File: src/design/sbusfd_pkg.sv
// sbusfd_pkg: shared types and constants of the SBUS frame decoder.
// No dependencies; used by sbusfd_emit and sbus_frame_decoder_unit.
`timescale 1ns / 1ps
`default_nettype none

package sbusfd_pkg;

    localparam int FRAME_LEN = 25;
    localparam int POS_W     = $clog2(FRAME_LEN);
    localparam int CH_W      = 11;
    localparam int IDX_W     = 5;
    localparam int ERR_W     = 16;
    localparam int ACC_W     = 18;   // up to 10 leftover bits plus one byte
    localparam int BITS_W    = 5;

    localparam logic [POS_W-1:0] POS_FIRST_DATA = POS_W'(1);
    localparam logic [POS_W-1:0] POS_FLAGS      = POS_W'(23);
    localparam logic [POS_W-1:0] POS_LAST       = POS_W'(FRAME_LEN - 1);

    localparam logic [CH_W-1:0] DIGITAL_HIGH = 11'd1811;
    localparam logic [CH_W-1:0] DIGITAL_LOW  = 11'd172;
    localparam logic [7:0]      FLAG_DIG1    = 8'h01;
    localparam logic [7:0]      FLAG_DIG2    = 8'h02;

    localparam logic [ERR_W-1:0] ERR_MAX = '1;

    // result kinds
    localparam logic KIND_CHANNEL = 1'b0;
    localparam logic KIND_ERROR   = 1'b1;

    // configuration register indexes
    localparam logic REG_START_MARKER = 1'b0;
    localparam logic REG_END_MARKER   = 1'b1;

    // unpack sequencer steps; output index of step s (s >= 1) is s - 1
    localparam logic [IDX_W-1:0] STEP_CH0_HOLD = 5'd0;
    localparam logic [IDX_W-1:0] STEP_CH0_OUT  = 5'd3;
    localparam logic [IDX_W-1:0] STEP_DIG1     = 5'd17;
    localparam logic [IDX_W-1:0] STEP_DIG2     = 5'd18;

    typedef struct packed {
        logic             en;
        logic             bank;
        logic [POS_W-1:0] addr;
        logic [7:0]       data;
    } buf_wr_t;

    typedef struct packed {
        logic             start;
        logic             bad;
        logic             bank;
        logic [ERR_W-1:0] err_total;
    } job_t;

endpackage

`default_nettype wire

File: src/design/sbusfd_emit.sv
// sbusfd_emit: two-bank frame buffer, 11-bit channel unpacker and result register.
// Depends on sbusfd_pkg.
`timescale 1ns / 1ps
`default_nettype none

module sbusfd_emit (
    input  wire logic                          aclk,
    input  wire logic                          aresetn,
    input  wire sbusfd_pkg::buf_wr_t           wr,
    input  wire sbusfd_pkg::job_t              job,
    output logic                               busy,
    output logic                               m_valid,
    input  wire logic                          m_ready,
    output logic                               m_kind,
    output logic [sbusfd_pkg::IDX_W-1:0]       m_channel_index,
    output logic [sbusfd_pkg::CH_W-1:0]        m_channel_value,
    output logic [sbusfd_pkg::ERR_W-1:0]       m_error_total,
    output logic                               m_last
);

    logic [7:0] mem_q [2][sbusfd_pkg::FRAME_LEN];

    logic                            busy_reg;
    logic                            bad_reg;
    logic                            bank_reg;
    logic [sbusfd_pkg::ERR_W-1:0]    err_reg;
    logic [sbusfd_pkg::POS_W-1:0]    rd_addr_reg;
    logic                            rd_valid_reg;
    logic [sbusfd_pkg::POS_W-1:0]    rd_idx_reg;
    logic [7:0]                      rd_data_reg;
    logic [sbusfd_pkg::ACC_W-1:0]    acc_reg, acc_next;
    logic [sbusfd_pkg::BITS_W-1:0]   bits_reg, bits_next;
    logic [sbusfd_pkg::IDX_W-1:0]    step_reg;
    logic [sbusfd_pkg::CH_W-1:0]     chan0_reg;
    logic                            dig2_reg;

    logic                            m_valid_reg;
    logic                            m_kind_reg;
    logic [sbusfd_pkg::IDX_W-1:0]    m_idx_reg;
    logic [sbusfd_pkg::CH_W-1:0]     m_val_reg;
    logic [sbusfd_pkg::ERR_W-1:0]    m_err_reg;
    logic                            m_last_reg;

    logic                            out_free;
    logic                            acc_step;
    logic                            fire;
    logic                            fire_out;
    logic                            take_acc;
    logic [sbusfd_pkg::ACC_W-1:0]    acc_after;
    logic [sbusfd_pkg::BITS_W-1:0]   bits_after;
    logic                            consume_acc;
    logic                            consume;
    logic                            rd_en;
    logic                            issue;
    logic                            done;
    logic [sbusfd_pkg::CH_W-1:0]     out_val;
    logic                            have_ch;

    assign out_free = !m_valid_reg || m_ready;
    assign have_ch  = bits_reg >= sbusfd_pkg::BITS_W'(sbusfd_pkg::CH_W);
    // steps that pull an 11-bit field from the bit accumulator
    assign acc_step = (step_reg != sbusfd_pkg::STEP_CH0_OUT) &&
                      (step_reg <  sbusfd_pkg::STEP_DIG1);
    assign issue    = busy_reg && !bad_reg && (rd_addr_reg <= sbusfd_pkg::POS_FLAGS);

    always_comb begin
        fire    = 1'b0;
        out_val = '0;
        if (busy_reg && bad_reg) begin
            fire = out_free;
        end else if (busy_reg) begin
            case (step_reg)
                sbusfd_pkg::STEP_CH0_HOLD: begin
                    fire = have_ch;
                end
                sbusfd_pkg::STEP_CH0_OUT: begin
                    fire    = out_free;
                    out_val = chan0_reg;
                end
                sbusfd_pkg::STEP_DIG1: begin
                    fire    = out_free && rd_valid_reg && (rd_idx_reg == sbusfd_pkg::POS_FLAGS);
                    out_val = ((rd_data_reg & sbusfd_pkg::FLAG_DIG1) != 8'h00) ?
                              sbusfd_pkg::DIGITAL_HIGH : sbusfd_pkg::DIGITAL_LOW;
                end
                sbusfd_pkg::STEP_DIG2: begin
                    fire    = out_free;
                    out_val = dig2_reg ? sbusfd_pkg::DIGITAL_HIGH : sbusfd_pkg::DIGITAL_LOW;
                end
                default: begin
                    fire    = out_free && have_ch;
                    out_val = acc_reg[sbusfd_pkg::CH_W-1:0];
                end
            endcase
        end
    end

    assign fire_out = fire && (bad_reg || (step_reg != sbusfd_pkg::STEP_CH0_HOLD));
    assign done     = fire && (bad_reg || (step_reg == sbusfd_pkg::STEP_DIG2));
    assign take_acc = fire && !bad_reg && acc_step;

    assign acc_after  = take_acc ? (acc_reg >> sbusfd_pkg::CH_W) : acc_reg;
    assign bits_after = take_acc ? (bits_reg - sbusfd_pkg::BITS_W'(sbusfd_pkg::CH_W))
                                 : bits_reg;

    // channel bytes feed the accumulator; the flag byte waits for its step
    assign consume_acc = rd_valid_reg && (rd_idx_reg != sbusfd_pkg::POS_FLAGS) &&
                         (bits_after < sbusfd_pkg::BITS_W'(sbusfd_pkg::CH_W));
    assign consume     = consume_acc || (fire && !bad_reg && (step_reg == sbusfd_pkg::STEP_DIG1));
    assign rd_en       = !rd_valid_reg || consume;

    always_comb begin
        acc_next  = acc_after;
        bits_next = bits_after;
        if (consume_acc) begin
            acc_next  = acc_after | ({{(sbusfd_pkg::ACC_W-8){1'b0}}, rd_data_reg} << bits_after);
            bits_next = bits_after + sbusfd_pkg::BITS_W'(8);
        end
    end

    // frame buffer: capture writes one bank while the other is unpacked
    always_ff @(posedge aclk) begin
        if (wr.en) begin
            mem_q[wr.bank][wr.addr] <= wr.data;
        end
        if (rd_en) begin
            rd_data_reg <= mem_q[bank_reg][rd_addr_reg];
            rd_idx_reg  <= rd_addr_reg;
        end
    end

    always_ff @(posedge aclk) begin
        if (!aresetn) begin
            busy_reg     <= 1'b0;
            rd_valid_reg <= 1'b0;
            m_valid_reg  <= 1'b0;
        end else begin
            if (job.start) begin
                busy_reg     <= 1'b1;
                rd_valid_reg <= 1'b0;
            end else begin
                if (done) begin
                    busy_reg <= 1'b0;
                end
                if (rd_en) begin
                    rd_valid_reg <= issue;
                end
            end
            if (fire_out) begin
                m_valid_reg <= 1'b1;
            end else if (m_ready) begin
                m_valid_reg <= 1'b0;
            end
        end
    end

    always_ff @(posedge aclk) begin
        if (job.start) begin
            bad_reg     <= job.bad;
            bank_reg    <= job.bank;
            err_reg     <= job.err_total;
            rd_addr_reg <= sbusfd_pkg::POS_FIRST_DATA;
            acc_reg     <= '0;
            bits_reg    <= '0;
            step_reg    <= sbusfd_pkg::STEP_CH0_HOLD;
        end else begin
            acc_reg  <= acc_next;
            bits_reg <= bits_next;
            if (rd_en && issue) begin
                rd_addr_reg <= rd_addr_reg + 1'b1;
            end
            if (fire) begin
                step_reg <= step_reg + 1'b1;
            end
            if (fire && (step_reg == sbusfd_pkg::STEP_CH0_HOLD)) begin
                chan0_reg <= acc_reg[sbusfd_pkg::CH_W-1:0];
            end
            if (fire && (step_reg == sbusfd_pkg::STEP_DIG1)) begin
                dig2_reg <= (rd_data_reg & sbusfd_pkg::FLAG_DIG2) != 8'h00;
            end
        end
        if (fire_out) begin
            m_kind_reg <= bad_reg ? sbusfd_pkg::KIND_ERROR : sbusfd_pkg::KIND_CHANNEL;
            m_idx_reg  <= bad_reg ? '0 : (step_reg - 1'b1);
            m_val_reg  <= bad_reg ? '0 : out_val;
            m_err_reg  <= err_reg;
            m_last_reg <= done;
        end
    end

    assign busy            = busy_reg;
    assign m_valid         = m_valid_reg;
    assign m_kind          = m_kind_reg;
    assign m_channel_index = m_idx_reg;
    assign m_channel_value = m_val_reg;
    assign m_error_total   = m_err_reg;
    assign m_last          = m_last_reg;

    a_bits_bound: assert property (@(posedge aclk) disable iff (!aresetn)
        busy_reg |-> (bits_reg <= sbusfd_pkg::BITS_W'(sbusfd_pkg::ACC_W)))
        else $error("accumulator bit count out of range");

    a_no_pull_empty: assert property (@(posedge aclk) disable iff (!aresetn)
        consume |-> rd_valid_reg)
        else $error("byte consumed with no read data");

    a_done_frees: assert property (@(posedge aclk) disable iff (!aresetn)
        (done && !job.start) |=> !busy_reg)
        else $error("unpacker still busy after final result");

endmodule

`default_nettype wire

File: src/design/sbus_frame_decoder_unit.sv
// sbus_frame_decoder_unit: SBUS receiver frame decoder, top level.
// Depends on sbusfd_pkg and sbusfd_emit.
//
//   port group   | dir | beat contents
//   -------------+-----+-------------------------------------------------
//   s_*          | in  | one received UART byte (s_rx_byte)
//   m_*          | out | one result: kind, channel index/value, error total, last
//   cfg_*        | in  | register write: 0 start marker, 1 end marker
//
// Rate: one input beat per cycle while s_ready is high. The unpacker emits 18 results
// for a good frame (11-bit fields unpacked from the single buffer read port) and one
// result for a bad one; two banks let the next frame fill meanwhile.
// Reset: synchronous, active low; markers to 15/0, capture state, bad-frame count.
// Stalls: s_ready drops at the last frame slot while the unpacker is still busy;
// m_ready low holds results and the unpacker.
`timescale 1ns / 1ps
`default_nettype none

module sbus_frame_decoder_unit (
    input  wire logic                          aclk,
    input  wire logic                          aresetn,
    // byte input
    input  wire logic                          s_valid,
    output logic                               s_ready,
    input  wire logic [7:0]                    s_rx_byte,
    // result output
    output logic                               m_valid,
    input  wire logic                          m_ready,
    output logic                               m_kind,
    output logic [sbusfd_pkg::IDX_W-1:0]       m_channel_index,
    output logic [sbusfd_pkg::CH_W-1:0]        m_channel_value,
    output logic [sbusfd_pkg::ERR_W-1:0]       m_error_total,
    output logic                               m_last,
    // configuration writes
    input  wire logic                          cfg_wr_en,
    input  wire logic                          cfg_addr,
    input  wire logic [7:0]                    cfg_wr_data
);

    logic [7:0]                      start_marker_reg;
    logic [7:0]                      end_marker_reg;
    logic [7:0]                      prev_byte_reg;
    logic                            capturing_reg;
    logic [sbusfd_pkg::POS_W-1:0]    pos_reg;
    logic [7:0]                      first_byte_reg;
    logic [sbusfd_pkg::ERR_W-1:0]    bad_count_reg, bad_count_next;
    logic                            cap_bank_reg;

    logic                            accept;
    logic                            restart;
    logic                            cap_eff;
    logic [sbusfd_pkg::POS_W-1:0]    pos_eff;
    logic                            store;
    logic                            frame_done;
    logic                            frame_good;
    logic [7:0]                      first_byte;
    logic                            emit_busy;

    sbusfd_pkg::buf_wr_t             wr;
    sbusfd_pkg::job_t                job;

    // Interlock: completing a frame needs a free unpacker. Only a beat at
    // the last frame slot can complete one (a restart always goes to slot 0).
    assign s_ready = !(emit_busy && capturing_reg && (pos_reg == sbusfd_pkg::POS_LAST));
    assign accept  = s_valid && s_ready;

    // start marker right after an end marker (re)opens a capture
    assign restart = (s_rx_byte == start_marker_reg) && (prev_byte_reg == end_marker_reg);
    assign cap_eff = restart || capturing_reg;
    assign pos_eff = restart ? '0 : pos_reg;
    assign store   = accept && cap_eff;

    assign frame_done = store && (pos_eff == sbusfd_pkg::POS_LAST);
    // markers are checked against the register values current at frame end
    assign first_byte = (pos_eff == '0) ? s_rx_byte : first_byte_reg;
    assign frame_good = (first_byte == start_marker_reg) && (s_rx_byte == end_marker_reg);

    // saturating bad-frame count
    always_comb begin
        bad_count_next = bad_count_reg;
        if (frame_done && !frame_good && (bad_count_reg != sbusfd_pkg::ERR_MAX)) begin
            bad_count_next = bad_count_reg + 1'b1;
        end
    end

    always_comb begin
        wr.en          = store;
        wr.bank        = cap_bank_reg;
        wr.addr        = pos_eff;
        wr.data        = s_rx_byte;
        job.start      = frame_done;
        job.bad        = !frame_good;
        job.bank       = cap_bank_reg;
        job.err_total  = bad_count_next;
    end

    always_ff @(posedge aclk) begin
        if (!aresetn) begin
            start_marker_reg <= 8'd15;
            end_marker_reg   <= 8'd0;
            prev_byte_reg    <= '0;
            capturing_reg    <= 1'b0;
            pos_reg          <= '0;
            bad_count_reg    <= '0;
            cap_bank_reg     <= 1'b0;
        end else begin
            if (cfg_wr_en) begin
                case (cfg_addr)
                    sbusfd_pkg::REG_START_MARKER: start_marker_reg <= cfg_wr_data;
                    sbusfd_pkg::REG_END_MARKER:   end_marker_reg   <= cfg_wr_data;
                    default: ;
                endcase
            end
            if (accept) begin
                prev_byte_reg <= s_rx_byte;
                if (cap_eff) begin
                    pos_reg       <= pos_eff + 1'b1;
                    capturing_reg <= !frame_done;
                end
            end
            if (frame_done) begin
                // hand the filled bank to the unpacker, fill the other one next
                cap_bank_reg <= !cap_bank_reg;
            end
            bad_count_reg <= bad_count_next;
        end
    end

    // payload: frame byte 0 for the start-marker check
    always_ff @(posedge aclk) begin
        if (store && (pos_eff == '0)) begin
            first_byte_reg <= s_rx_byte;
        end
    end

    sbusfd_emit u_emit (
        .aclk            (aclk),
        .aresetn         (aresetn),
        .wr              (wr),
        .job             (job),
        .busy            (emit_busy),
        .m_valid         (m_valid),
        .m_ready         (m_ready),
        .m_kind          (m_kind),
        .m_channel_index (m_channel_index),
        .m_channel_value (m_channel_value),
        .m_error_total   (m_error_total),
        .m_last          (m_last)
    );

    a_job_when_free: assert property (@(posedge aclk) disable iff (!aresetn)
        frame_done |-> !emit_busy)
        else $error("frame completed while unpacker busy");

    a_pos_in_frame: assert property (@(posedge aclk) disable iff (!aresetn)
        capturing_reg |-> (pos_reg <= sbusfd_pkg::POS_LAST))
        else $error("capture position past frame end");

    a_bank_toggles: assert property (@(posedge aclk) disable iff (!aresetn)
        frame_done |=> (cap_bank_reg != $past(cap_bank_reg)) && !capturing_reg)
        else $error("frame end did not swap banks and stop capture");

    a_count_mono: assert property (@(posedge aclk) disable iff (!aresetn)
        $past(aresetn) |-> (bad_count_reg >= $past(bad_count_reg)))
        else $error("bad-frame count went down");

endmodule

`default_nettype wire

File: config.mk
export PLATFORM = sky130hd
export DESIGN_NAME = sbus_frame_decoder_unit
export DESIGN_NICKNAME = d
export VERILOG_FILES = /design/src/design/sbusfd_pkg.sv /design/src/design/sbusfd_emit.sv /design/src/design/sbus_frame_decoder_unit.sv
export SDC_FILE = /design/constraint.sdc
export NUM_CORES = 1
export LEC_CHECK = 0
export ABC_AREA = 1
export BUFFER_PORTS_ARGS = -buffer_cell sky130_fd_sc_hd__buf_2
export CAP_MARGIN = 25
export CELL_PAD_IN_SITES_DETAIL_PLACEMENT = 1
export CELL_PAD_IN_SITES_GLOBAL_PLACEMENT = 1
export CORE_MARGIN = 2
export CORE_UTILIZATION = 40
export DETAILED_ROUTE_END_ITERATION = 6
export GPL_TIMING_DRIVEN = 0
export MAX_ROUTING_LAYER = met4
export PLACE_DENSITY = 0.76
export SLEW_MARGIN = 25
export SYNTH_ARGS = -nofsm -noshare
export SYNTH_HDL_FRONTEND = slang
export SYNTH_HIERARCHICAL = 1
export SYNTH_SLANG_ARGS = --single-unit
File: constraint.sdc
create_clock -name aclk -period 5.3 [get_ports aclk]
set_input_delay 0.795 -clock aclk [delete_from_list [all_inputs] [get_ports aclk]]
set_output_delay 0.795 -clock aclk [all_outputs]
set_load 0.01 [all_outputs]
==> results of run 1 <==
-- repair_timing --
item                                   4_1_cts  5_1_grt
gates resized for setup                      1        0
setup endpoints to repair                    3        0
endpoints found under the hold margin        0        0
-- layout make-up --
| type | count | area share |
|---|---|---|
| Tap cell | 782 | 0.03522 |
| Sequential cell | 569 | 0.5848 |
| Timing Repair Buffer | 67 | 0.01401 |
| Inverter | 153 | 0.02085 |
| Multi-Input combinational cell | 1343 | 0.2551 |
| Buffer | 110 | 0.01734 |
| Clock inverter | 26 | 0.01108 |
| Antenna cell | 1 | 0.00009008 |
| Clock buffer | 85 | 0.06153 |
-- synthesized netlist by cell type, types with 14 or more instances --
cell      count  area share
xor2_1       19      0.0069
nand3_1     105       0.022
o211ai_1     18      0.0056
inv_1       131       0.020
a21oi_1      71       0.015
o22ai_1      35      0.0090
nand2_1     277       0.043
o221ai_1     62       0.022
inv_2        14      0.0022
nor3_1       52       0.011
o21ai_0     255       0.053
nor2_1      311       0.048
dfxtp_1      84       0.069
edfxtp_1    485        0.60
nand4_1      31      0.0080
clkbuf_1     87       0.013
-- where the power goes --
group / internal (mW) / leakage, nW / switching, mW
clock network: 2.54 / 0.981 / 1.79
registers: 4.85 / 5.03 / 0.00959
logic: 0.0337 / 3.65 / 0.121
total: 7.42 / 9.66 / 1.92
-- final timing paths --
path                                                           to  slack (ps)  cells past startpoint
worst max-delay path               u_emit/mem_q[0][159]$_DFFE_PP_         150                     16
worst min-delay path             start_marker_reg[3]$_SDFFE_PN1P_         410                      3
worst max register to register     u_emit/mem_q[0][159]$_DFFE_PP_         670                     15
worst min register to register  u_emit/m_error_total[3]$_DFFE_PP_         420                      0
-- cells in the final DEF, fill, tap and decap left out, drive strengths merged, types with 35 or more instances in the layout --
cell / instances
nor2: 319
nor3: 55
nand3: 112
buf: 90
a21oi: 75
o21ai: 265
o221ai: 62
dfxtp: 84
clkbuf: 172
inv: 149
edfxtp: 485
o22ai: 35
nand2: 299
-- cells by family (layout without fill, tap and decap cells) --
family                     after synthesis  after routing  share of synthesized area
xor gates and xnor gates                21             21                   0.007587
other                                    0              1                          0
muxes                                    5              5                   0.002065
and+or+nand+nor                        828            828                     0.1533
buffers and inverters                  263            441                    0.04372
DFF                                    569            569                     0.6701
adders and majority gates               11             11                   0.005677
AOI/OAI and AO/OA                      478            478                     0.1175
-- metrics by stage --
stage,utilization,TNS (ps)
6_report,0.4620,0
5_1_grt,0.4620,0
4_1_cts,0.4617,0
3_5_place_dp,0.4282,-107760
3_3_place_gp,0.4242,-251730
2_1_floorplan,-,0
-- layer usage --
metal  share of wire  vias up
met2            0.47     1014
met1            0.38     9575
met3           0.095      286
met4           0.052        0
li1                -     8056
met5               0        -
-- worst reg2reg max path: cells and delay by family (launching register included) --
family                 cells  cell delay (ps)
AND/OR/NAND/NOR           10             2780
buffers and inverters      5             1050
flip-flops                 1              390
==> run metrics, run 1 <==
status finished, final reports clean; clock skew a little under 20 ps; Max stage delay cell, worst path nor3_1; final instance area around 28000 um2; asr flop ratio synth 0; initial DRC count between 2000 and 2500; Cells after DPL 3024; worst hold slack 409.9 ps; EDFF count, synth between 400 and 500; Layout fillers between 6000 and 7000; count of pins over their slew limit 0; htree depth 2; Hold-fix buffers, CTS 0; count of cell types in the netlist 52; gr busiest metal met2; beginning of the critical path s_rx_byte[6]; initial antenna violation count 2; Post-Synthesis Cell Area 24240 um2; Final Instance Count excl. Fillers approximately 3100; Hold Vio Cnt, Final 0; RSZ-0062 raised after global routing false; pre-CTS setup slack -573.3 ps; fin crit period between 5000 and 6000 ps; TritonCTS clock tree done; Core ar. around 60000 um2; most common flop cell mapped by yosys edfxtp_1; Max-Cap Viols 0; post-synthesis sequential area ratio 0.6701; met1 Usage GRT 0.3324; total track usage 0.2718; flip-flop count of the largest register after layout 400; routed vias roughly 19000; M3 GR Usage 0.05352; CTS Buffer Depth 3; Yosys reg bits ~570; fin crit share 0.9726; FMAX roughly 0.19 GHz; placed cell area around 26000 um2; largest net degree at the start of global routing 57; Power Dens Cells 336.1 nW/um2; yosys warns 6; arrival time at the worst endpoint approximately 5400 ps; post-CTS setup buffer count 0; port buffer count between 50 and 60; maximum VDD drop roughly 0.26 mV; vias in the first global route about 19000; Clock transition at path regs roughly 60 ps; total iterations of the first detailed-routing run 5; Reg-to-Reg Start end_marker_reg[2]$_SDFFE_PN0P_; die span in x about 250 um; CP Buf/Inv Count 6; Slew headroom 0.2166; die area 62590 um2; count of standard-cell rows 90; Initial Util 0.4031; LEAKAGE a little under 10 nW; gp weighted congestion around 1; delay-heaviest family, CP simple AND/OR/NAND/NOR gates; clock sink total approximately 570; vias per cell between 6 and 7; Nets about 2300; CTS root buffer clkbuf_16; worst-skew pair later-pin latency approximately 630 ps; Hold Startpoint cfg_wr_data[3]; setup ws final approximately 150 ps; Syn-to-layout area delta 14.59%; data required time of the worst path between 5000 and 6000 ps; Max stage delay on crit path approximately 950 ps; DP HPWL between 50000 and 60000 um; WL final ~83000 um; grt ovf 0; total power 9.337 mW; Mapped Nets 2208; routed len/inst approximately 27 um; Startpoint Class primary input; Die Y-Extent about 250 um; most used cell, CP inv_1; FF+latch area 16250 um2; drc violations 0; Worst Hold Class primary input to flip-flop; met2 GRT Util 0.4350; Syn Inst Count roughly 2200; Worst-Margin Slew between 1000 and 1500 ps; Setup CP Type primary input to flip-flop; nature of the critical path endpoint flip-flop; Multi-input gate area between 7000 and 8000 um2; # IOs between 50 and 60; number of CTS-inserted buffers 59; Setup-failing EPs final 0; antenna viol nets, final 0; Synth Area per Inst roughly 11 um2; cells along the critical path buf_4, inv_1, nand2_1, nand2_1, nor2_1, nand2_1, nor2_1, nand2_2, inv_1, or2_2, nand2_1, inv_1, inv_1, nor3_1, inv_1, nor3_2; share of cells above drive strength 1 0.1156; Worst Path Max Fanout 55; global-route wire length before repair between 100000 and 150000 um
Note: power is estimated with default switching activity, not from simulation.
==> inputs of run 2 (changes only) <==
Settings changed: CTS_BUF_LIST set to sky130_fd_sc_hd__clkbuf_4 sky130_fd_sc_hd__clkbuf_8, PLACE_DENSITY 0.76 to unset, PLACE_DENSITY_LB_ADDON set to 0.1.
==> run 2 against run 1 <==
Effect of this change:
- fmax increased by 9.2%
- die area unchanged
- register-to-register slack improved by 300 ps
- via count decreased by 3.2%
- sequential share of layout area decreased by 0.35 points
- first-iteration DRC count decreased by 29%
- hold slack got worse by 54 ps
- clock power decreased by 6.5%
- sequential cell count unchanged
- final area increased by 0.59%
- worst setup slack improved by 430 ps
- critical endpoint is now u_emit/bits_reg[1]$_SDFF_PP0_
==> run metrics, run 2 (same netlist as run 1, synthesis figures left out) <==
TritonCTS clock tree done; Worst-Margin Slew around 1100 ps; RSZ-0062 raised after global routing false; # IOs 58; Power Dens Cells approximately 320 nW/um2; Slew headroom 0.2579; fin crit period 4723 ps; post-CTS setup buffer count 0; post-route setup TNS 0 ps; total iterations of the first detailed-routing run 5; Worst Path Max Fanout 55; largest net degree at the start of global routing 57; Nets 2391; die area roughly 63000 um2; global-route wire length before repair about 120000 um; DP HPWL 56240 um; status finished, final reports clean; CTS root buffer clkbuf_8; initial antenna violation count 5; Worst Hold Class primary input to flip-flop; pre-CTS setup slack -487.9 ps; share of cells above drive strength 1 0.1514; PostCTS Resize Cnt 0; Syn-to-layout area delta 15.27%; FMAX ~0.21 GHz; routed len/inst 25.84 um; setup ws final 577.4 ps; Startpoint Class primary input; Max stage delay on crit path about 630 ps; worst hold slack around 360 ps; arrival time at the worst endpoint 5260 ps; Hold-fix buffers, CTS 0; routed vias ~18000; LEAKAGE 9.845 nW; flip-flop count of the largest register after layout 400; Setup CP Type primary input to flip-flop; WL final roughly 83000 um; antenna viol nets, final 0; Layout fillers roughly 6600; Initial Util 0.4031; cells along the critical path buf_4, inv_1, nand2_1, nand2_1, nor2_1, nand2_1, nor2_1, nand2_2, inv_1, nor2_1, inv_1, ha_1, buf_2, nand2_1, nor3_2, buf_6, clkbuf_1, clkbuf_1, nor2_1; data required time of the worst path slightly below 6000 ps; most frequent cells in the layout edfxtp_1, nor2_1, nand2_1; Setup-failing EPs final 0; number of CTS-inserted buffers between 90 and 100; grt ovf 0; htree depth 3; Max-Cap Viols 0; port buffer count 57; vias per cell around 5.7; Die Y-Extent 250.2 um; total track usage 0.2736; fin crit share 0.8911; Clock transition at path regs approximately 60 ps; count of pins over their slew limit 0; worst-skew pair later-pin latency 720 ps; drc violations 0; clock skew about 40 ps; most common cell after layout, fill and taps aside edfxtp_1; gp weighted congestion just under 0.9; CTS Buffer Depth 3; clock sink total 569; count of standard-cell rows 90; vias in the first global route around 19000; Max stage delay cell, worst path clkbuf_1; Core ar. approximately 60000 um2; initial DRC count between 1000 and 1500; maximum VDD drop 0.1853 mV; Hold Vio Cnt, Final 0; Final Util 0.4647; nature of the critical path endpoint flip-flop; die span in x between 200 and 300 um
run 2: cell types whose count changed in the layout (fill, tap and decap cells not counted), sizes merged:
cell / before / now
diode: 1 / 3
clkbuf: 172 / 233
clkinv: 21 / 42
buf: 90 / 105
clkinvlp: 3 / 2
bufinv: 6 / 1
run 2: layout make-up:
cell class              count  area (um2)  area share
flip-flops and latches    569       16250      0.5814
multi-input cells        1343        7098      0.2540
clock buffers             146        1759     0.06295
well taps                 782       978.4     0.03501
inverters                 153       579.3     0.02073
repair buffers             82       548.0     0.01961
plain buffers             110       480.5     0.01719
clock inverters            41       247.7    0.008865
diodes                      3       7.507   0.0002686
run 2: routing by layer:
metal | vias to the layer above | GRT usage | routed length [um]
li1 | 8208 | - | -
met1 | 9223 | 0.3532 | 35040
met3 | 149 | 0.06859 | 7557
met4 | 0 | 0.09632 | 2443
met2 | 738 | 0.4204 | 38390
met5 | - | - | 0
run 2: per-stage QoR:
stage                     cell area, um2  std cells  total power, mW
after global placement             25510       3014            5.103
after floorplan                    24240       2175            5.014
after global routing               27940       3227            9.352
final                              27940       3229            9.058
after detailed placement           25890       3037            5.112
after CTS                          27900       3224            9.141
run 2: report_power, final:
part	switching (mW)	total [mW]	internal [mW]
clock network	1.85	4.04	2.19
registers	0.00900	4.86	4.85
logic	0.116	0.152	0.0356
total	1.98	9.06	7.08
run 2: final timing paths:
kind / startpoint / endpoint / slack [ps] / cells after the start
min: cfg_wr_data[3] / start_marker_reg[3]$_SDFFE_PN1P_ / 360 / 3
max: s_rx_byte[6] / u_emit/bits_reg[1]$_SDFF_PP0_ / 580 / 19
max reg2reg: end_marker_reg[4]$_SDFFE_PN0P_ / u_emit/bits_reg[1]$_SDFF_PP0_ / 970 / 18
min reg2reg: u_emit/err_reg[6]$_DFFE_PP_ / u_emit/m_error_total[6]$_DFFE_PP_ / 400 / 0
run 2: critical path, delay by kind of cell:
family        cells  cell delay, ps
simple gates     10            1550
buf+inv           8            2700
fa+ha+maj         1             140
